--- src/rtl/assert_macros.svh ---
// Assertion macros used by the top-level RTL file.
`ifndef ASSERT_MACROS_SVH
`define ASSERT_MACROS_SVH
`ifndef NO_ASSERTIONS
`define RMBO_ASSERT(label, clk, rst, prop) \
   label: assert property (@(posedge clk) disable iff (rst) prop) \
   else $error("assertion failed: label");
`define RMBO_ASSERT_NR(label, clk, prop) \
   label: assert property (@(posedge clk) prop) \
   else $error("assertion failed: label");
`else
`define RMBO_ASSERT(label, clk, rst, prop)
`define RMBO_ASSERT_NR(label, clk, prop)
`endif
`endif

--- src/rtl/rmbo_pkg.sv ---
package rmbo_pkg;

   localparam int MAX_WALLS = 64;
   localparam int WALL_AW   = $clog2(MAX_WALLS);
   localparam int CNT_W     = $clog2(MAX_WALLS + 1);
   localparam int FRAC      = 14;
   localparam int POS_W     = 32;
   localparam int COORD_W   = 11;
   localparam int ENTRY_W   = 2 * COORD_W;

   // Command codes.
   localparam logic [1:0] CMD_ADD   = 2'd0;
   localparam logic [1:0] CMD_CLEAR = 2'd1;
   localparam logic [1:0] CMD_MOVE  = 2'd2;
   localparam logic [1:0] CMD_CAST  = 2'd3;

   // Status codes.
   localparam logic [1:0] ST_DONE    = 2'd0;
   localparam logic [1:0] ST_FULL    = 2'd1;
   localparam logic [1:0] ST_REFUSED = 2'd2;

   // Register indexes.
   localparam logic [2:0] REG_WALL_SIZE   = 3'd0;
   localparam logic [2:0] REG_LAMP_RADIUS = 3'd1;
   localparam logic [2:0] REG_SCREEN_W    = 3'd2;
   localparam logic [2:0] REG_SCREEN_H    = 3'd3;
   localparam logic [2:0] REG_MAX_RAY     = 3'd4;

   // Per-wall test results handed from the compare stage to the sequencer.
   typedef struct packed {
      logic ray_in;
      logic lamp_touch;
   } wall_hit_type;

   // Saturate a floored pixel value to 14 signed bits.
   function automatic logic signed [13:0] sat14(input logic signed [17:0] v);
      logic signed [13:0] r;
      if (v > 18'sd8191) begin
         r = 14'sd8191;
      end else if (v < -18'sd8192) begin
         r = -14'sd8192;
      end else begin
         r = v[13:0];
      end
      return r;
   endfunction

   // Saturate a floored pixel value to 13 signed bits.
   function automatic logic signed [12:0] sat13(input logic signed [17:0] v);
      logic signed [12:0] r;
      if (v > 18'sd4095) begin
         r = 13'sd4095;
      end else if (v < -18'sd4096) begin
         r = -13'sd4096;
      end else begin
         r = v[12:0];
      end
      return r;
   endfunction

endpackage

--- src/rtl/rmbo_wall_ram.sv ---
module rmbo_wall_ram
   import rmbo_pkg::*;
(
   input  logic                 clock,
   input  logic                 wr_en,
   input  logic [WALL_AW-1:0]   wr_addr,
   input  logic [ENTRY_W-1:0]   wr_data,
   input  logic [WALL_AW-1:0]   rd_addr,
   output logic [ENTRY_W-1:0]   rd_data
);

   logic [ENTRY_W-1:0] mem [MAX_WALLS];
   logic [ENTRY_W-1:0] rd_data_ff;

   // Single write port, one registered read port.
   always_ff @(posedge clock) begin
      if (wr_en) begin
         mem[wr_addr] <= wr_data;
      end
      rd_data_ff <= mem[rd_addr];
   end

   assign rd_data = rd_data_ff;

endmodule

--- src/rtl/rmbo_wall_cmp.sv ---
module rmbo_wall_cmp
   import rmbo_pkg::*;
(
   input  logic                     clock,
   input  logic                     mul_en,
   input  logic [ENTRY_W-1:0]       rd_data,
   input  logic [7:0]               wall_size,
   input  logic [7:0]               radius,
   input  logic signed [POS_W-1:0]  px,
   input  logic signed [POS_W-1:0]  py,
   input  logic [COORD_W-1:0]       lx,
   input  logic [COORD_W-1:0]       ly,
   output wall_hit_type             hit
);

   logic [18:0] wx_ff, wy_ff;
   logic [19:0] wxe, wye;
   logic signed [35:0] px_e, py_e;
   logic signed [35:0] wx_q, wy_q, wxe_q, wye_q;
   logic [20:0] lx_lo, lx_hi, ly_lo, ly_hi;

   // Wall corner in pixels, one multiply per axis.
   always_ff @(posedge clock) begin
      if (mul_en) begin
         wx_ff <= rd_data[COORD_W-1:0] * wall_size;
         wy_ff <= rd_data[ENTRY_W-1:COORD_W] * wall_size;
      end
   end

   assign wxe = 20'(wx_ff) + 20'(wall_size);
   assign wye = 20'(wy_ff) + 20'(wall_size);

   // Ray point inside the wall, bounds inclusive, in Q14.
   assign px_e  = {{4{px[POS_W-1]}}, px};
   assign py_e  = {{4{py[POS_W-1]}}, py};
   assign wx_q  = $signed({3'b000, wx_ff, 14'd0});
   assign wy_q  = $signed({3'b000, wy_ff, 14'd0});
   assign wxe_q = $signed({2'b00, wxe, 14'd0});
   assign wye_q = $signed({2'b00, wye, 14'd0});
   assign hit.ray_in = (px_e >= wx_q) && (px_e <= wxe_q) &&
                       (py_e >= wy_q) && (py_e <= wye_q);

   // Lamp square touches the wall: x - r <= wx + ws and x + r >= wx.
   assign lx_lo = 21'(lx);
   assign ly_lo = 21'(ly);
   assign lx_hi = 21'(lx) + 21'(radius);
   assign ly_hi = 21'(ly) + 21'(radius);
   assign hit.lamp_touch = (lx_lo <= 21'(wxe) + 21'(radius)) && (lx_hi >= 21'(wx_ff)) &&
                           (ly_lo <= 21'(wye) + 21'(radius)) && (ly_hi >= 21'(wy_ff));

endmodule

--- src/rtl/ray_march_box_occlusion.sv ---
// Add wall and clear go straight to the result word; a move lamp in bounds
// reads, multiplies and compares each wall in turn; a cast ray does the same
// for every wall at each step of the march, held to the one wall memory read
// port and the per-wall multiply and compare.
// One word is worked on at a time. Reset is synchronous and active high; it
// restores the register defaults, empties the wall table and puts the lamp at 400, 300.
module ray_march_box_occlusion
   import rmbo_pkg::*;
(
   input  logic                clock,
   input  logic                reset,
   input  logic                req_valid,
   output logic                req_ready,
   input  logic [1:0]          req_cmd,
   input  logic [10:0]         req_cell_col,
   input  logic [10:0]         req_cell_row,
   input  logic [10:0]         req_pos_x,
   input  logic [10:0]         req_pos_y,
   input  logic signed [15:0]  req_dir_cos,
   input  logic signed [15:0]  req_dir_sin,
   output logic                rsp_valid,
   input  logic                rsp_ready,
   output logic [1:0]          rsp_status,
   output logic                rsp_hit,
   output logic signed [12:0]  rsp_start_x,
   output logic signed [12:0]  rsp_start_y,
   output logic signed [13:0]  rsp_end_x,
   output logic signed [13:0]  rsp_end_y,
   input  logic                csr_we,
   input  logic [2:0]          csr_index,
   input  logic [11:0]         csr_wdata
);

`include "assert_macros.svh"

   localparam logic [2:0] S_IDLE = 3'd0;
   localparam logic [2:0] S_RD   = 3'd1;
   localparam logic [2:0] S_MUL  = 3'd2;
   localparam logic [2:0] S_CMP  = 3'd3;
   localparam logic [2:0] S_STEP = 3'd4;
   localparam logic [2:0] S_OUT  = 3'd5;

   logic [2:0] state_ff, state_in;

   logic [7:0]  wall_size_ff, lamp_radius_ff;
   logic [10:0] screen_w_ff, screen_h_ff;
   logic [11:0] max_ray_ff;

   logic [CNT_W-1:0]  wall_count_ff;
   logic [CNT_W-1:0]  idx_ff;
   logic [10:0]       lamp_x_ff, lamp_y_ff;
   logic [1:0]        cmd_ff;
   logic [10:0]       mv_x_ff, mv_y_ff;
   logic signed [15:0] c_ff, s_ff;
   logic signed [POS_W-1:0] px_ff, py_ff, prev_x_ff, prev_y_ff;
   logic [11:0]       step_ff;

   logic [1:0]         res_status_ff;
   logic               res_hit_ff;
   logic signed [12:0] res_sx_ff, res_sy_ff;
   logic signed [13:0] res_ex_ff, res_ey_ff;
   logic               rsp_valid_ff;

   logic               accept, out_load, mul_en, ram_we;
   logic [ENTRY_W-1:0] rd_data;
   wall_hit_type       wall_hit;
   logic               in_bounds;
   logic signed [POS_W-1:0] ox, oy, cx, sy_ext;
   logic signed [24:0] cr, sr;
   logic signed [POS_W-1:0] start_x_sum, start_y_sum;
   logic               cur_hit;

   assign req_ready = (state_ff == S_IDLE);
   assign accept    = req_valid && req_ready;
   assign out_load  = (state_ff == S_OUT) && (!rsp_valid_ff || rsp_ready);
   assign mul_en    = (state_ff == S_MUL);
   assign ram_we    = accept && (req_cmd == CMD_ADD) && (wall_count_ff != CNT_W'(MAX_WALLS));

   rmbo_wall_ram u_ram (
      .clock   (clock),
      .wr_en   (ram_we),
      .wr_addr (wall_count_ff[WALL_AW-1:0]),
      .wr_data ({req_cell_row, req_cell_col}),
      .rd_addr (idx_ff[WALL_AW-1:0]),
      .rd_data (rd_data)
   );

   rmbo_wall_cmp u_cmp (
      .clock     (clock),
      .mul_en    (mul_en),
      .rd_data   (rd_data),
      .wall_size (wall_size_ff),
      .radius    (lamp_radius_ff),
      .px        (px_ff),
      .py        (py_ff),
      .lx        (mv_x_ff),
      .ly        (mv_y_ff),
      .hit       (wall_hit)
   );

   // Ray origin, first point and start point in Q14.
   assign ox = $signed({7'd0, lamp_x_ff, 14'd0});
   assign oy = $signed({7'd0, lamp_y_ff, 14'd0});
   assign cx = {{16{req_dir_cos[15]}}, req_dir_cos};
   assign sy_ext = {{16{req_dir_sin[15]}}, req_dir_sin};
   assign cr = req_dir_cos * $signed({1'b0, lamp_radius_ff});
   assign sr = req_dir_sin * $signed({1'b0, lamp_radius_ff});
   assign start_x_sum = ox + {{7{cr[24]}}, cr};
   assign start_y_sum = oy - {{7{sr[24]}}, sr};

   assign in_bounds = (req_pos_x != 11'd0) && (req_pos_x < screen_w_ff) &&
                      (req_pos_y != 11'd0) && (req_pos_y < screen_h_ff);
   assign cur_hit = (cmd_ff == CMD_CAST) ? wall_hit.ray_in : wall_hit.lamp_touch;

   // Next state.
   always_comb begin
      state_in = state_ff;
      unique case (state_ff)
         S_IDLE: begin
            if (accept) begin
               case (req_cmd)
                  CMD_MOVE: state_in = (in_bounds && wall_count_ff != '0) ? S_RD : S_OUT;
                  CMD_CAST: begin
                     if (max_ray_ff < 12'd2) begin
                        state_in = S_OUT;
                     end else begin
                        state_in = (wall_count_ff != '0) ? S_RD : S_STEP;
                     end
                  end
                  default: state_in = S_OUT;
               endcase
            end
         end
         S_RD:  state_in = S_MUL;
         S_MUL: state_in = S_CMP;
         S_CMP: begin
            if (cur_hit) begin
               state_in = S_OUT;
            end else if (idx_ff + 1'b1 == wall_count_ff) begin
               state_in = (cmd_ff == CMD_CAST) ? S_STEP : S_OUT;
            end else begin
               state_in = S_RD;
            end
         end
         S_STEP: begin
            if (13'(step_ff) + 13'd1 >= 13'(max_ray_ff)) begin
               state_in = S_OUT;
            end else begin
               state_in = (wall_count_ff != '0) ? S_RD : S_STEP;
            end
         end
         S_OUT: state_in = out_load ? S_IDLE : S_OUT;
         default: state_in = S_IDLE;
      endcase
   end

   // Control state, configuration and lamp.
   always_ff @(posedge clock) begin
      if (reset) begin
         state_ff       <= S_IDLE;
         wall_size_ff   <= 8'd50;
         lamp_radius_ff <= 8'd15;
         screen_w_ff    <= 11'd800;
         screen_h_ff    <= 11'd600;
         max_ray_ff     <= 12'd1000;
         wall_count_ff  <= '0;
         lamp_x_ff      <= 11'd400;
         lamp_y_ff      <= 11'd300;
         rsp_valid_ff   <= 1'b0;
      end else begin
         state_ff <= state_in;
         if (csr_we) begin
            unique case (csr_index)
               REG_WALL_SIZE:   wall_size_ff   <= csr_wdata[7:0];
               REG_LAMP_RADIUS: lamp_radius_ff <= csr_wdata[7:0];
               REG_SCREEN_W:    screen_w_ff    <= csr_wdata[10:0];
               REG_SCREEN_H:    screen_h_ff    <= csr_wdata[10:0];
               REG_MAX_RAY:     max_ray_ff     <= csr_wdata;
               default: ;
            endcase
         end
         if (ram_we) begin
            wall_count_ff <= wall_count_ff + 1'b1;
         end else if (accept && req_cmd == CMD_CLEAR) begin
            wall_count_ff <= '0;
         end
         // A move is taken when the bounds hold and no wall is touched.
         if (accept && req_cmd == CMD_MOVE && in_bounds && wall_count_ff == '0) begin
            lamp_x_ff <= req_pos_x;
            lamp_y_ff <= req_pos_y;
         end else if (state_ff == S_CMP && cmd_ff == CMD_MOVE && !cur_hit &&
                      idx_ff + 1'b1 == wall_count_ff) begin
            lamp_x_ff <= mv_x_ff;
            lamp_y_ff <= mv_y_ff;
         end
         if (out_load) begin
            rsp_valid_ff <= 1'b1;
         end else if (rsp_ready) begin
            rsp_valid_ff <= 1'b0;
         end
      end
   end

   // Datapath: march position, wall index and pending result.
   always_ff @(posedge clock) begin
      if (accept) begin
         cmd_ff        <= req_cmd;
         mv_x_ff       <= req_pos_x;
         mv_y_ff       <= req_pos_y;
         c_ff          <= req_dir_cos;
         s_ff          <= req_dir_sin;
         idx_ff        <= '0;
         step_ff       <= 12'd1;
         px_ff         <= ox + cx;
         py_ff         <= oy - sy_ext;
         prev_x_ff     <= ox;
         prev_y_ff     <= oy;
         res_status_ff <= ST_DONE;
         res_hit_ff    <= 1'b0;
         res_sx_ff     <= '0;
         res_sy_ff     <= '0;
         res_ex_ff     <= '0;
         res_ey_ff     <= '0;
         case (req_cmd)
            CMD_ADD: begin
               if (wall_count_ff == CNT_W'(MAX_WALLS)) begin
                  res_status_ff <= ST_FULL;
               end
            end
            CMD_MOVE: begin
               if (!in_bounds) begin
                  res_status_ff <= ST_REFUSED;
               end
            end
            CMD_CAST: begin
               res_sx_ff <= sat13(start_x_sum[POS_W-1:FRAC]);
               res_sy_ff <= sat13(start_y_sum[POS_W-1:FRAC]);
               res_ex_ff <= sat14(ox[POS_W-1:FRAC]);
               res_ey_ff <= sat14(oy[POS_W-1:FRAC]);
            end
            default: ;
         endcase
      end else if (state_ff == S_CMP) begin
         if (cur_hit) begin
            if (cmd_ff == CMD_CAST) begin
               res_hit_ff <= 1'b1;
               res_ex_ff  <= sat14(prev_x_ff[POS_W-1:FRAC]);
               res_ey_ff  <= sat14(prev_y_ff[POS_W-1:FRAC]);
            end else begin
               res_status_ff <= ST_REFUSED;
            end
         end else if (idx_ff + 1'b1 == wall_count_ff) begin
            idx_ff <= '0;
         end else begin
            idx_ff <= idx_ff + 1'b1;
         end
      end else if (state_ff == S_STEP) begin
         // No wall at this step: it becomes the last clear point.
         prev_x_ff <= px_ff;
         prev_y_ff <= py_ff;
         px_ff     <= px_ff + {{16{c_ff[15]}}, c_ff};
         py_ff     <= py_ff - {{16{s_ff[15]}}, s_ff};
         step_ff   <= step_ff + 1'b1;
         res_ex_ff <= sat14(px_ff[POS_W-1:FRAC]);
         res_ey_ff <= sat14(py_ff[POS_W-1:FRAC]);
      end
   end

   // Result word register.
   always_ff @(posedge clock) begin
      if (out_load) begin
         rsp_status  <= res_status_ff;
         rsp_hit     <= res_hit_ff;
         rsp_start_x <= res_sx_ff;
         rsp_start_y <= res_sy_ff;
         rsp_end_x   <= res_ex_ff;
         rsp_end_y   <= res_ey_ff;
      end
   end

   assign rsp_valid = rsp_valid_ff;

   `RMBO_ASSERT(a_count_range, clock, reset, wall_count_ff <= CNT_W'(MAX_WALLS))
   `RMBO_ASSERT(a_hit_done, clock, reset, (rsp_valid && rsp_hit) |-> (rsp_status == ST_DONE))
   `RMBO_ASSERT(a_busy_after_accept, clock, reset, accept |=> (state_ff != S_IDLE))
   `RMBO_ASSERT(a_scan_in_range, clock, reset, (state_ff == S_CMP) |-> (idx_ff < wall_count_ff))

endmodule

--- config.mk ---
export PLATFORM = sky130hd
export DESIGN_NAME = ray_march_box_occlusion
export DESIGN_NICKNAME = d
export VERILOG_FILES = /design/src/rtl/rmbo_pkg.sv /design/src/rtl/rmbo_wall_ram.sv /design/src/rtl/rmbo_wall_cmp.sv /design/src/rtl/ray_march_box_occlusion.sv
export VERILOG_INCLUDE_DIRS = /design/src /design/src/rtl
export SDC_FILE = /design/constraint.sdc
export NUM_CORES = 2
export LEC_CHECK = 0
export ABC_AREA = 1
export BUFFER_PORTS_ARGS = -buffer_cell sky130_fd_sc_hd__buf_2
export CELL_PAD_IN_SITES_DETAIL_PLACEMENT = 0
export CELL_PAD_IN_SITES_GLOBAL_PLACEMENT = 1
export CORE_MARGIN = 3
export CORE_UTILIZATION = 45
export CTS_CLUSTER_SIZE = 14
export DETAILED_ROUTE_END_ITERATION = 16
export PLACE_DENSITY_LB_ADDON = 0.1
export SLEW_MARGIN = 0
export SYNTH_ARGS = -nofsm -noshare
export SYNTH_HDL_FRONTEND = slang
export SYNTH_SLANG_ARGS = --single-unit
--- constraint.sdc ---
create_clock -name clock -period 6.38 [get_ports clock]
set_clock_uncertainty 0.1 [all_clocks]
set_input_delay 0.319 -clock clock [delete_from_list [all_inputs] [get_ports clock]]
set_output_delay 0.319 -clock clock [all_outputs]
set_load 0.1 [all_outputs]
==> flow_summary.ini <==
[final_layout]
multi_input_area_um2 = 38800
area_growth_pct = 12.1
final-seq-area_um2 = 53900
final_common_cell = edfxtp_1
drive_above_1_share = 0.0814
mostFrequentLayoutCells = 1701 x edfxtp_1, 1198 x nor2_1, 1180 x o21ai_0, 1175 x nand2_1, 1158 x inv_1
stdcell_count = 12766
fin_nets = 10689
nFillCells = 19543

[worst_setup_path]
crit_type = flip-flop to flip-flop
cp.required_ns = 6.86
cpMaxStageDelayCell = fa_1
end_kind = flip-flop
crit_fanout = 21
critical_path.startpoint_type = flip-flop
cp_cell_sequence = buf_4 -> nand2_1 -> fa_1 -> inv_1 -> fa_1 -> fa_1 -> fa_1 -> fa_1 -> ha_1 -> nand2_1 -> o21ai_0 -> a21oi_1 -> a21boi_0 -> nor2_1 -> o21ai_0 -> nand2_1 -> o211ai_1 -> a21boi_0 -> o21ai_0 -> a21oi_1
r2r_start = lamp_radius_ff[2]
rrSetupSlack_ns = 0.48
cp.arrival_ns = 6.39
timing.critical_path.mode_cell = fa_1
crit_start = lamp_radius_ff[2]
cpPeakStageDelay_ns = 0.58

[logic_synthesis]
syn-mean-instance-area_um2 = 10.3
synth_edf_count = 1701
synthFlopType = edfxtp_1
yosysTopAreaCellShare = 0.518
synth.distinct_cells = 64
async_flop_share = 0
synth_top_area_cell = edfxtp_1
synth_area_leaders = edfxtp_1 52%, fa_1 7.1%, ha_1 6.3%
synthesis.area_um2 = 98700
synth-seq-area-share = 0.546
ys_ff_latch = 1840
ys_warn_count = 0
syn_inst = 9576
syn-num-nets = 10523

[clocking]
post_cts.repair.setup_buffers = 0
cts_htree_levels = 4
insertion_delay_ns = 0.88
clkTransAtPathRegs_ns = 0.07
cts_buffer_depth = 3
cts_resized = 0
cts_sinks = 1840
cts_made_buffers = 194
postCtsHoldBufs = 89
cts_tree = done
clockRootBuffer = clkbuf_16

[floorplan]
die_area_um2 = 225000
num_rows = 171
die_h_um = 474
core_um2 = 218000
start_util = 0.454
die_w_um = 474
ios = 157

[detailed_routing]
drtIter0Drc = 5767
ant_nets = 0
drc = 0
vias = 71016
viasPerCell = 5.56
wl_um = 303000
dr.pass1.iters = 6
routedWlPerCell_um = 23.8

[grt]
grt_start_max_net_pins = 189
grt-busiest-layer = met2
met2_usage = 0.455
grt_usage = 0.267
grt_overflow_total = 0
antenna_found_initial = 9
met1_usage = 0.356
grt_pass1_vias = 69558
grt_pass1_wl_um = 450000
grt_use_met3 = 0.0283

[timing]
min_period_ns = 5.90
hold_viol_final = 0
setup_viol = 0
slew_viol_final = 0
fin_crit_sh = 0.925
timing.slew.headroom = 0.275
max_freq_ghz = 0.169
worstMarginPinSlew_ns = 1.08
setup_tns_ns = 0
grt_setup_unrepaired = false

[min_path]
hp-start = req_cell_col[6]
worstHoldPathType = input pin to flip-flop

[pwr]
total_power_mw = 45.0
p_per_area_nw_per_um2 = 407
leakagePower_nw = 44.7
peakVddDrop_mv = 0.264

[flow_run]
cap_violations = 0

[place]
hpwl_um = 196000
io_buffers = 156
place_inst = 12311
place_congestion = 0.924

[status]
status = finished, final reports clean
-- report_power, final --
group | switching [mW] | internal, mW | total [mW]
clock | 4.99 | 6.47 | 11.5
sequential | 1.10 | 14.8 | 15.9
combinational | 11.5 | 6.17 | 17.6
-- critical path, delay by kind of cell, from the launching register on --
kind,cells,cell delay (ns)
AOI/OAI and AO/OA,8,1.43
DFF,1,0.49
buffers and inverters,2,0.42
adders and majority gates,6,2.83
and+or+nand+nor,4,0.36
-- cell type report --
| cell class | instances | share of cell area |
|---|---|---|
| sequential | 1840 | 0.487 |
| multi-input combinational | 6078 | 0.351 |
| clock buffer | 260 | 0.0470 |
| inverter | 1180 | 0.0403 |
| tap | 2854 | 0.0323 |
| timing repair buffer | 448 | 0.0310 |
| clock inverter | 100 | 0.0111 |
| antenna | 6 | 0.000136 |
-- worst paths after layout --
| check | endpoint | cells after the start |
|---|---|---|
| min reg2reg | rsp_status[0] | 0 |
| max reg2reg | res_sx_ff[12] | 20 |
| max | res_sx_ff[12] | 20 |
| min | u_ram.mem[4][6] | 2 |
-- cells by family (layout without fill, tap and decap cells) --
family | count (synthesis) | count (layout) | synth area share
flip-flops | 1840 | 1840 | 0.546
other | 0 | 6 | 0
AO/OA/AOI/OAI | 2195 | 2195 | 0.124
adder cells (fa/ha/maj) | 849 | 849 | 0.134
XOR/XNOR | 144 | 144 | 0.0128
AND/OR/NAND/NOR | 2876 | 2876 | 0.118
buffers and inverters | 1658 | 1988 | 0.0636
multiplexers | 14 | 14 | 0.00148
-- flip-flops by register name, indices dropped and copies added (netlist names), 18 cells and up --
| register | count |
|---|---|
| prev_x_ff | 18 |
| prev_y_ff | 18 |
| px_ff | 32 |
| py_ff | 32 |
| u_cmp.wx_ff | 19 |
| u_cmp.wy_ff | 19 |
| u_ram.mem | 1408 |
| u_ram.rd_data | 22 |
-- cell usage after synthesis, types with 7 or more instances --
cell	number
edfxtp_1	1701
nor2_1	1264
o21ai_0	1180
nand2_1	1177
inv_1	1162
ha_1	498
clkbuf_1	435
o22ai_1	379
a21oi_1	352
fa_1	351
nand3_1	222
dfxtp_1	139
xor2_1	101
nand4_1	70
o211ai_1	60
o221ai_1	60
nor3_1	48
xnor2_1	43
o21bai_1	25
nor4_1	24
a31oi_1	23
o21a_1	21
nand2_2	18
a21oi_2	15
buf_1	15
buf_2	13
a21boi_0	12
inv_2	12
o31ai_1	12
a211oi_1	11
clkbuf_2	11
o32ai_1	10
or2_2	10
mux2i_1	9
nor2_2	8
nand3b_1	7
-- per-stage QoR --
step	hold slack [ns]	instance area, um^2	setup WS [ns]	utilization
5_1_grt	0.0479	111000	0.0273	0.508
6_report	0.0534	111000	0.478	0.508
2_1_floorplan	0.300	98700	0.531	-
3_5_place_dp	0.305	103000	0.449	0.475
4_1_cts	0.00460	111000	0.467	0.508
3_3_place_gp	0.301	103000	0.509	0.475
-- per-layer routing --
metal	vias to the layer above	wire length, um
met1	35244	130000
met3	402	15300
li1	33337	-
met4	0	10500
met2	2033	148000
met5	-	0
No activity file was read; power rests on OpenSTA's default activity.
